File: src/hdl/tts_pkg.sv
// shared types and constants for the timed task scheduler
// no dependencies; imported by every module of the block but the deadline store
package tts_pkg;

    localparam int NUM_TASKS   = 8;
    localparam int COUNT_WIDTH = 32;
    localparam int TASK_AW     = (NUM_TASKS > 1) ? $clog2(NUM_TASKS) : 1;
    localparam int FUNC_W      = 3;
    localparam int ID_W        = 6;
    localparam int VALUE_W     = 32;

    typedef logic [COUNT_WIDTH-1:0] t_count;
    typedef logic [TASK_AW-1:0]     t_slot;

    typedef enum logic [FUNC_W-1:0] {
        FUNC_ADD     = 3'd0,
        FUNC_FIRE    = 3'd1,
        FUNC_ADVANCE = 3'd2,
        FUNC_QUERY   = 3'd3,
        FUNC_CLEAR   = 3'd4
    } t_func;

    typedef enum logic [2:0] {
        KIND_FIRED = 3'd0,
        KIND_DONE  = 3'd1,
        KIND_ADD   = 3'd2,
        KIND_SLICE = 3'd3,
        KIND_COUNT = 3'd4
    } t_kind;

    typedef enum logic [1:0] {
        S_IDLE,
        S_EXEC,
        S_SCAN,
        S_FINISH
    } t_state;

    typedef struct packed {
        t_kind               kind;
        logic [ID_W-1:0]     fired_task;
        logic [VALUE_W-1:0]  value;
        logic                shorten_remaining;
        logic                last;
    } t_result;

    typedef struct packed {
        logic   wr_en;
        t_slot  wr_addr;
        t_count wr_data;
        t_slot  rd_addr;
    } t_ram_req;

endpackage

File: src/hdl/timed_task_scheduler_unit.sv
// timed task scheduler top level: deadline store, sequencer and output register
// depends on tts_pkg, tts_deadline_ram, tts_sequencer, tts_out_stage
//
// usage:
//   input channel (i_in_valid / o_in_ready) carries one operation per
//   transaction: add, fire, advance, query or clear, with its operands.
//   output channel (o_out_valid / i_out_ready) returns result transactions;
//   o_last marks the final result of an operation. clear and unused codes
//   give no result.
//   one operation is handled at a time. add and query pass through an
//   execute state, then a finish state that hands the result to the
//   output register. fire and advance walk the deadline store one slot a
//   cycle through its single read port, except that a fire holds on a slot
//   whose fired task waits on a full output register; the final result of
//   every operation with a result also waits on a full output register.
//   a stalled receiver holds the output register; a fire scan waits on it.
//   reset (synchronous, active low) clears all active flags and the slice
//   end count; stored deadlines are only read for active slots.
module timed_task_scheduler_unit (
    input  logic                        i_clk,
    input  logic                        i_rst_n,
    input  logic                        i_in_valid,
    output logic                        o_in_ready,
    input  logic [tts_pkg::FUNC_W-1:0]  i_func,
    input  logic [tts_pkg::ID_W-1:0]    i_task_id,
    input  logic [tts_pkg::VALUE_W-1:0] i_delay,
    input  logic [tts_pkg::VALUE_W-1:0] i_budget,
    input  logic [tts_pkg::VALUE_W-1:0] i_remaining,
    output logic                        o_out_valid,
    input  logic                        i_out_ready,
    output logic [2:0]                  o_kind,
    output logic [tts_pkg::ID_W-1:0]    o_fired_task,
    output logic [tts_pkg::VALUE_W-1:0] o_value,
    output logic                        o_shorten_remaining,
    output logic                        o_last
);
    import tts_pkg::*;

    t_ram_req ram_req;
    t_count   rd_data;
    logic     out_free;
    logic     push;
    t_result  push_result;
    t_result  out_result;

    tts_deadline_ram #(
        .DEPTH (NUM_TASKS),
        .WIDTH (COUNT_WIDTH),
        .AW    (TASK_AW)
    ) u_ram (
        .i_clk     (i_clk),
        .i_wr_en   (ram_req.wr_en),
        .i_wr_addr (ram_req.wr_addr),
        .i_wr_data (ram_req.wr_data),
        .i_rd_addr (ram_req.rd_addr),
        .o_rd_data (rd_data)
    );

    tts_sequencer u_seq (
        .i_clk       (i_clk),
        .i_rst_n     (i_rst_n),
        .i_in_valid  (i_in_valid),
        .o_in_ready  (o_in_ready),
        .i_func      (i_func),
        .i_task_id   (i_task_id),
        .i_delay     (i_delay),
        .i_budget    (i_budget),
        .i_remaining (i_remaining),
        .o_ram       (ram_req),
        .i_rd_data   (rd_data),
        .i_out_free  (out_free),
        .o_push      (push),
        .o_result    (push_result)
    );

    tts_out_stage u_out (
        .i_clk       (i_clk),
        .i_rst_n     (i_rst_n),
        .i_push      (push),
        .i_result    (push_result),
        .o_free      (out_free),
        .o_out_valid (o_out_valid),
        .i_out_ready (i_out_ready),
        .o_result    (out_result)
    );

    assign o_kind              = out_result.kind;
    assign o_fired_task        = out_result.fired_task;
    assign o_value             = out_result.value;
    assign o_shorten_remaining = out_result.shorten_remaining;
    assign o_last              = out_result.last;

endmodule

File: src/hdl/tts_deadline_ram.sv
// deadline store: one write port, one read port, registered read data
// generic, no package dependency
module tts_deadline_ram #(
    parameter int DEPTH = 8,
    parameter int WIDTH = 32,
    parameter int AW    = (DEPTH > 1) ? $clog2(DEPTH) : 1
) (
    input  logic             i_clk,
    input  logic             i_wr_en,
    input  logic [AW-1:0]    i_wr_addr,
    input  logic [WIDTH-1:0] i_wr_data,
    input  logic [AW-1:0]    i_rd_addr,
    output logic [WIDTH-1:0] o_rd_data
);

    logic [WIDTH-1:0] r_mem [DEPTH];

    always_ff @(posedge i_clk) begin
        if (i_wr_en) begin
            r_mem[i_wr_addr] <= i_wr_data;
        end
        o_rd_data <= r_mem[i_rd_addr];
    end

endmodule

File: src/hdl/tts_out_stage.sv
// result output register: holds one result transaction until the receiver takes it
// depends on tts_pkg for the result struct
module tts_out_stage (
    input  logic             i_clk,
    input  logic             i_rst_n,
    input  logic             i_push,
    input  tts_pkg::t_result i_result,
    output logic             o_free,
    output logic             o_out_valid,
    input  logic             i_out_ready,
    output tts_pkg::t_result o_result
);
    import tts_pkg::*;

    logic    r_valid;
    t_result r_data;

    assign o_free      = !r_valid || i_out_ready;
    assign o_out_valid = r_valid;
    assign o_result    = r_data;

    always_ff @(posedge i_clk) begin
        if (!i_rst_n) begin
            r_valid <= 1'b0;
        end else if (i_push) begin
            r_valid <= 1'b1;
        end else if (i_out_ready) begin
            r_valid <= 1'b0;
        end
    end

    always_ff @(posedge i_clk) begin
        if (i_push) begin
            r_data <= i_result;
        end
    end

endmodule

File: src/hdl/tts_sequencer.sv
// operation sequencer: holds slice end and active flags, scans the deadline store
// depends on tts_pkg; drives tts_deadline_ram and tts_out_stage
module tts_sequencer (
    input  logic                      i_clk,
    input  logic                      i_rst_n,
    input  logic                      i_in_valid,
    output logic                      o_in_ready,
    input  logic [tts_pkg::FUNC_W-1:0]  i_func,
    input  logic [tts_pkg::ID_W-1:0]    i_task_id,
    input  logic [tts_pkg::VALUE_W-1:0] i_delay,
    input  logic [tts_pkg::VALUE_W-1:0] i_budget,
    input  logic [tts_pkg::VALUE_W-1:0] i_remaining,
    output tts_pkg::t_ram_req         o_ram,
    input  tts_pkg::t_count           i_rd_data,
    input  logic                      i_out_free,
    output logic                      o_push,
    output tts_pkg::t_result          o_result
);
    import tts_pkg::*;

    t_state r_state, n_state;

    logic [FUNC_W-1:0] r_func;
    logic [ID_W-1:0]   r_id;
    t_count            r_delay, r_rem;

    logic [NUM_TASKS-1:0] r_active, n_active;
    t_count               r_slice, n_slice;
    t_count               r_min, n_min;
    t_slot                r_idx, n_idx;
    logic [VALUE_W-1:0]   r_res_value, n_res_value;
    logic                 r_res_short, n_res_short;

    logic   accept;
    logic   id_ok;
    logic   last_slot;
    logic   hit;
    t_count when_cnt, gap_cnt;

    assign accept    = (r_state == S_IDLE) && i_in_valid;
    assign id_ok     = r_id < ID_W'(NUM_TASKS);
    assign last_slot = r_idx == t_slot'(NUM_TASKS - 1);
    assign when_cnt  = r_slice - r_rem + r_delay;
    assign gap_cnt   = i_rd_data - r_slice;
    assign hit       = r_active[r_idx] && (i_rd_data == r_slice);

    // next state
    always_comb begin
        n_state = r_state;
        case (r_state)
            S_IDLE: begin
                if (i_in_valid) begin
                    if (i_func == FUNC_FIRE || i_func == FUNC_ADVANCE) begin
                        n_state = S_SCAN;
                    end else begin
                        n_state = S_EXEC;
                    end
                end
            end
            S_EXEC: begin
                if (r_func == FUNC_ADD || r_func == FUNC_QUERY) begin
                    n_state = S_FINISH;
                end else begin
                    n_state = S_IDLE;
                end
            end
            S_SCAN: begin
                if (!(r_func == FUNC_FIRE && hit && !i_out_free) && last_slot) begin
                    n_state = S_FINISH;
                end
            end
            S_FINISH: begin
                if (i_out_free) begin
                    n_state = S_IDLE;
                end
            end
            default: n_state = S_IDLE;
        endcase
    end

    // outputs and datapath
    always_comb begin
        o_in_ready        = (r_state == S_IDLE);
        o_ram.wr_en       = 1'b0;
        o_ram.wr_addr     = r_id[TASK_AW-1:0];
        o_ram.wr_data     = when_cnt;
        o_ram.rd_addr     = '0;
        o_push            = 1'b0;
        o_result          = '0;
        o_result.kind     = KIND_FIRED;
        n_active          = r_active;
        n_slice           = r_slice;
        n_min             = r_min;
        n_idx             = r_idx;
        n_res_value       = r_res_value;
        n_res_short       = r_res_short;
        case (r_state)
            S_IDLE: begin
                // slot 0 is read here so its deadline is ready when a scan starts
                n_idx = '0;
                n_min = COUNT_WIDTH'(i_budget);
            end
            S_EXEC: begin
                case (r_func)
                    FUNC_ADD: begin
                        n_res_value = VALUE_W'(r_rem);
                        n_res_short = 1'b0;
                        if (id_ok) begin
                            o_ram.wr_en = 1'b1;
                            n_active[r_id[TASK_AW-1:0]] = 1'b1;
                            if (r_rem > r_delay) begin
                                n_slice     = when_cnt;
                                n_res_value = VALUE_W'(r_delay);
                                n_res_short = 1'b1;
                            end
                        end
                    end
                    FUNC_QUERY: begin
                        n_res_value = VALUE_W'(r_slice - r_rem);
                        n_res_short = 1'b0;
                    end
                    FUNC_CLEAR: begin
                        n_active = '0;
                    end
                    default: ;
                endcase
            end
            S_SCAN: begin
                o_ram.rd_addr = r_idx;
                if (r_func == FUNC_FIRE) begin
                    if (!(hit && !i_out_free)) begin
                        if (hit) begin
                            o_push              = 1'b1;
                            o_result.kind       = KIND_FIRED;
                            o_result.fired_task = ID_W'(r_idx);
                            n_active[r_idx]     = 1'b0;
                        end
                        n_res_value = '0;
                        n_res_short = 1'b0;
                        if (!last_slot) begin
                            n_idx         = r_idx + 1'b1;
                            o_ram.rd_addr = r_idx + 1'b1;
                        end
                    end
                end else begin
                    if (r_active[r_idx] && gap_cnt < r_min) begin
                        n_min = gap_cnt;
                    end
                    n_res_short = 1'b0;
                    if (last_slot) begin
                        n_slice     = r_slice + n_min;
                        n_res_value = VALUE_W'(n_min);
                    end else begin
                        n_idx         = r_idx + 1'b1;
                        o_ram.rd_addr = r_idx + 1'b1;
                    end
                end
            end
            S_FINISH: begin
                if (i_out_free) begin
                    o_push                     = 1'b1;
                    o_result.value             = r_res_value;
                    o_result.shorten_remaining = r_res_short;
                    o_result.last              = 1'b1;
                    case (r_func)
                        FUNC_ADD:     o_result.kind = KIND_ADD;
                        FUNC_FIRE:    o_result.kind = KIND_DONE;
                        FUNC_ADVANCE: o_result.kind = KIND_SLICE;
                        FUNC_QUERY:   o_result.kind = KIND_COUNT;
                        default:      o_result.kind = KIND_DONE;
                    endcase
                end
            end
            default: ;
        endcase
    end

    always_ff @(posedge i_clk) begin
        if (!i_rst_n) begin
            r_state  <= S_IDLE;
            r_active <= '0;
            r_slice  <= '0;
        end else begin
            r_state  <= n_state;
            r_active <= n_active;
            r_slice  <= n_slice;
        end
    end

    always_ff @(posedge i_clk) begin
        r_min       <= n_min;
        r_idx       <= n_idx;
        r_res_value <= n_res_value;
        r_res_short <= n_res_short;
        if (accept) begin
            r_func   <= i_func;
            r_id     <= i_task_id;
            r_delay  <= COUNT_WIDTH'(i_delay);
            r_rem    <= COUNT_WIDTH'(i_remaining);
        end
    end

endmodule

File: config.mk
export PLATFORM = sky130hd
export DESIGN_NAME = timed_task_scheduler_unit
export DESIGN_NICKNAME = d
export VERILOG_FILES = /design/src/hdl/tts_pkg.sv /design/src/hdl/timed_task_scheduler_unit.sv /design/src/hdl/tts_deadline_ram.sv /design/src/hdl/tts_out_stage.sv /design/src/hdl/tts_sequencer.sv
export SDC_FILE = /design/constraint.sdc
export NUM_CORES = 1
export LEC_CHECK = 0
export ABC_CLOCK_PERIOD_IN_PS = 15300
export BUFFER_PORTS_ARGS = -buffer_cell sky130_fd_sc_hd__buf_4
export CAP_MARGIN = 20
export CORE_MARGIN = 2
export CORE_UTILIZATION = 67
export CTS_CLUSTER_SIZE = 14
export DETAILED_ROUTE_END_ITERATION = 16
export PLACE_DENSITY_LB_ADDON = 0.05
export SYNTH_ARGS = -nofsm -noshare
export SYNTH_HDL_FRONTEND = slang
export SYNTH_SLANG_ARGS = --single-unit
File: constraint.sdc
create_clock -name i_clk -period 15.3 [get_ports i_clk]
set_input_delay 0.765 -clock i_clk [delete_from_list [all_inputs] [get_ports i_clk]]
set_output_delay 0.765 -clock i_clk [all_outputs]
set_load 0.05 [all_outputs]
==> impl_metrics.xml <==
<?xml version="1.0" encoding="UTF-8"?>
<metrics>
  <group name="placement">
    <metric name="place.gp.congestion" unit="">0.960</metric>
    <metric name="place.port_buffers" unit="">150</metric>
    <metric name="hpwl_detailed" unit="µm">52800</metric>
  </group>
  <group name="sta">
    <metric name="achievable-frequency" unit="MHz">113</metric>
    <metric name="timing.final.setup_violations" unit="">0</metric>
    <metric name="count_of_pins_over_their_slew_limit" unit="">0</metric>
    <metric name="timing.setup.tns" unit="ps">0</metric>
    <metric name="rsz0062_at_grt" unit="">no</metric>
    <metric name="max_slew.worst_pin.slew" unit="ps">1190</metric>
    <metric name="finalWorstPathRequiredPeriod" unit="ps">8840</metric>
    <metric name="finClkSkew" unit="ps">15.4</metric>
    <metric name="layout_worst_path_cycle_share" unit="">0.577</metric>
    <metric name="finalHoldViolations" unit="">0</metric>
    <metric name="maxSlewHeadroom" unit="">0.198</metric>
    <metric name="fin_hold_ws" unit="ps">325</metric>
  </group>
  <group name="min_path">
    <metric name="worst_hold_path_type" unit="">in2reg</metric>
    <metric name="hold_path_depth" unit="">1</metric>
    <metric name="hold_start" unit="">i_delay[8]</metric>
    <metric name="worst_hold_path.endpoint" unit="">u_seq.r_delay[8]</metric>
  </group>
  <group name="logic_synthesis">
    <metric name="synth_seq_cells" unit="">512</metric>
    <metric name="post_synth.cell_area_avg" unit="µm²">11.7</metric>
    <metric name="gate_count_post_synth" unit="">2415</metric>
    <metric name="netlist_top_cells_area" unit="">edfxtp_1 (47%), ha_1 (8.7%), mux2i_1 (7.3%)</metric>
    <metric name="synth_sequential_area_ratio" unit="">0.519</metric>
    <metric name="yosysUniqueCellTypes" unit="">79</metric>
    <metric name="syn-cell-area" unit="µm²">28200</metric>
    <metric name="post-synth-top-area-cell" unit="">edfxtp_1</metric>
    <metric name="dominantRegCellSynth" unit="">edfxtp_1</metric>
    <metric name="yosys_warnings" unit="">0</metric>
    <metric name="async_flop_share" unit="">0</metric>
    <metric name="synth-edff-count" unit="">437</metric>
    <metric name="post-synth-top-area-fraction" unit="">0.466</metric>
  </group>
  <group name="cells_and_area">
    <metric name="fraction_of_layout_instances_using_a_drive_strength_above_1" unit="">0.127</metric>
    <metric name="layout.cells.most_common" unit="">edfxtp_1</metric>
    <metric name="nFillCells" unit="">2641</metric>
    <metric name="area.growth.synth_to_final" unit="%">12.5</metric>
    <metric name="commonest_cells_after_routing_fill_and_taps_aside" unit="">edfxtp_1 (437), inv_1 (226), mux2i_1 (204)</metric>
    <metric name="finalNetCount" unit="">2869</metric>
  </group>
  <group name="global_route">
    <metric name="grt_start_max_net_pins" unit="">130</metric>
    <metric name="grt_pass1_wl" unit="µm">116000</metric>
    <metric name="met1_global_route_usage" unit="">0.529</metric>
    <metric name="grtUsageMet3" unit="">0.0469</metric>
    <metric name="use_met2" unit="">0.544</metric>
    <metric name="initial_antenna_violation_count" unit="">2</metric>
    <metric name="grt_overflow" unit="">0</metric>
    <metric name="grt.total_usage" unit="">0.352</metric>
    <metric name="via_count_of_the_first_global_routing_pass" unit="">19600</metric>
    <metric name="most_used_routing_layer_in_global_routing" unit="">met2</metric>
  </group>
  <group name="die">
    <metric name="die_height" unit="µm">209</metric>
    <metric name="fp.coreArea" unit="µm²">41700</metric>
    <metric name="die_area" unit="µm²">43700</metric>
    <metric name="start_util" unit="">0.676</metric>
    <metric name="top_level_ports" unit="">154</metric>
    <metric name="die_width" unit="µm">209</metric>
    <metric name="row_count" unit="">75</metric>
  </group>
  <group name="drt">
    <metric name="wl_per_cell" unit="µm">24.3</metric>
    <metric name="wirelength" unit="µm">76500</metric>
    <metric name="detail_route.vias_per_cell" unit="">6.42</metric>
    <metric name="num_vias" unit="">20200</metric>
    <metric name="drt-pass1-iter-count" unit="">8</metric>
    <metric name="antenna_violating_nets_post_route" unit="">0</metric>
    <metric name="first_iter_violations" unit="">2370</metric>
    <metric name="drt_drc_violations_left" unit="">0</metric>
  </group>
  <group name="setup_path">
    <metric name="timing.critical_path.fanout_max" unit="">25</metric>
    <metric name="setup.worst_path.end_class" unit="">flip-flop</metric>
    <metric name="worst-endpoint-arrival" unit="ps">9370</metric>
    <metric name="worst_path_max_delay_cell" unit="">o31ai_4</metric>
    <metric name="critical_path_required" unit="ps">15840</metric>
    <metric name="category_of_the_most_critical_setup_path" unit="">reg2reg</metric>
    <metric name="timing.reg2reg.worst_path_depth" unit="">31</metric>
    <metric name="crit_path_start_kind" unit="">flip-flop</metric>
    <metric name="critical-path-top-cell-by-count" unit="">a21oi_1</metric>
    <metric name="crit-reg2reg-launch" unit="">u_seq.r_slice[0]</metric>
    <metric name="critical_r2r_capture" unit="">u_seq.r_slice[31]</metric>
    <metric name="max_stage_delay" unit="ps">690</metric>
    <metric name="regToRegSetupSlack" unit="ps">6460</metric>
  </group>
  <group name="outcome">
    <metric name="status" unit="">finished, final reports clean</metric>
  </group>
  <group name="cts">
    <metric name="post_cts_hold_buffer_count" unit="">0</metric>
    <metric name="post_cts.repair.setup_buffers" unit="">0</metric>
    <metric name="total_number_of_h_tree_levels" unit="">2</metric>
    <metric name="clk_transition_reported_paths" unit="ps">60</metric>
    <metric name="clock_insertion_delay_worst_skew" unit="ps">610</metric>
    <metric name="cts_buf_count" unit="">52</metric>
    <metric name="clockBufferDepth" unit="">3</metric>
    <metric name="cts_tree" unit="">yes</metric>
    <metric name="clock_sinks" unit="">512</metric>
    <metric name="root_buffer" unit="">clkbuf_16</metric>
    <metric name="post_cts_resized" unit="">0</metric>
  </group>
  <group name="flow_run">
    <metric name="maxCapViolCount" unit="">0</metric>
  </group>
</metrics>
==> logic make-up (layout without fill, tap and decap cells) <==
logic type	count (synthesis)	count (layout)	synth area share
buf+inv	315	501	0.0465
other cells	1	4	0.000133
compound gates	556	556	0.124
fa+ha+maj	200	200	0.0900
xor+xnor	118	118	0.0375
mux	243	243	0.102
flops	512	512	0.519
simple gates	470	470	0.0810
==> stage by stage <==
stage	utilization	area (µm²)	setup slack (ps)	cells
floorplan	-	28200	8240	2417
global placement	0.716	29800	6920	3042
detailed placement	0.716	29800	6720	3042
CTS	0.759	31600	6640	3139
global route	0.760	31700	5920	3142
finish	0.760	31700	6460	3143
==> worst max path at each step <==
stage | startpoint | to | slack [ps] | depth (start not counted)
after global placement | u_seq.r_slice[0] | u_seq.r_slice[31] | 6920 | 31
after global routing | u_seq.r_slice[0] | u_seq.r_slice[31] | 5920 | 31
after CTS | u_seq.r_slice[0] | u_seq.r_slice[31] | 6640 | 31
final | u_seq.r_slice[0] | u_seq.r_slice[31] | 6460 | 31
after detailed placement | u_seq.r_slice[0] | u_seq.r_slice[31] | 6720 | 31
after floorplan | u_seq.r_slice[0] | u_seq.r_slice[31] | 8240 | 33
==> critical path, delay by kind of cell (launching register included) <==
| kind | cells | cell delay [ps] |
|---|---|---|
| AOI/OAI and AO/OA | 13 | 3860 |
| DFF | 1 | 390 |
| adders and majority gates | 4 | 1270 |
| buffers and inverters | 3 | 650 |
| muxes | 2 | 800 |
| xor gates and xnor gates | 2 | 320 |
| and+or+nand+nor | 7 | 1460 |
==> cell usage after synthesis, types with 8 or more instances <==
library cell and count:
nand4_1 26, xor2_1 44, nor3_1 26, edfxtp_1 437, nor2b_1 21, and2_1 8, ha_1 196, xnor2_1 72
nor2_1 161, nand3_1 23, nand2b_1 22, o21ai_0 79, a21o_1 79, o21a_1 20, mux2i_1 204, nand2_1 99
buf_6 11, dfxtp_1 75, mux4_2 34, and3_1 47, a31oi_1 17, o21bai_1 20, a211oi_1 29, o22ai_1 27
o31ai_1 9, a21oi_1 201, buf_4 9, clkbuf_1 50, inv_1 226, buf_2 8, o21ai_1 12, buf_1 11
==> routing by layer <==
| layer | part of all wire | vias up |
|---|---|---|
| li1 | - | 9205 |
| met1 | 0.42 | 9819 |
| met2 | 0.45 | 1038 |
| met3 | 0.10 | 109 |
| met4 | 0.022 | 0 |
| met5 | 0 | - |
==> registers in the layout, summed over array words and instances (netlist names) <==
name / count
u_ram.r_mem: 256
u_out.o_result: 40
u_ram.o_rd_data: 32
u_seq.r_delay: 32
u_seq.r_min: 32
u_seq.r_rem: 32
u_seq.r_res_value: 32
u_seq.r_slice: 32
u_seq.r_active: 8
u_seq.r_id: 6
u_seq.r_func: 3
u_seq.r_idx: 3
u_seq.r_state: 2
u_out.o_out_valid: 1
u_seq.r_res_short: 1
==> final cells by class <==
| class | count | area (µm²) | area share |
|---|---|---|---|
| Multi-Input combinational cell | 1590 | 12300 | 0.390 |
| Sequential cell | 512 | 14600 | 0.462 |
| Clock buffer | 68 | 1400 | 0.0442 |
| Clock inverter | 29 | 395 | 0.0125 |
| Tap cell | 539 | 674 | 0.0213 |
| Antenna cell | 1 | 2.50 | 0.0000790 |
| Inverter | 226 | 848 | 0.0268 |
| Timing Repair Buffer | 178 | 1390 | 0.0438 |
Power is not shown: default switching activity piles up to over one toggle a cycle in this logic, so the estimate is an artifact.
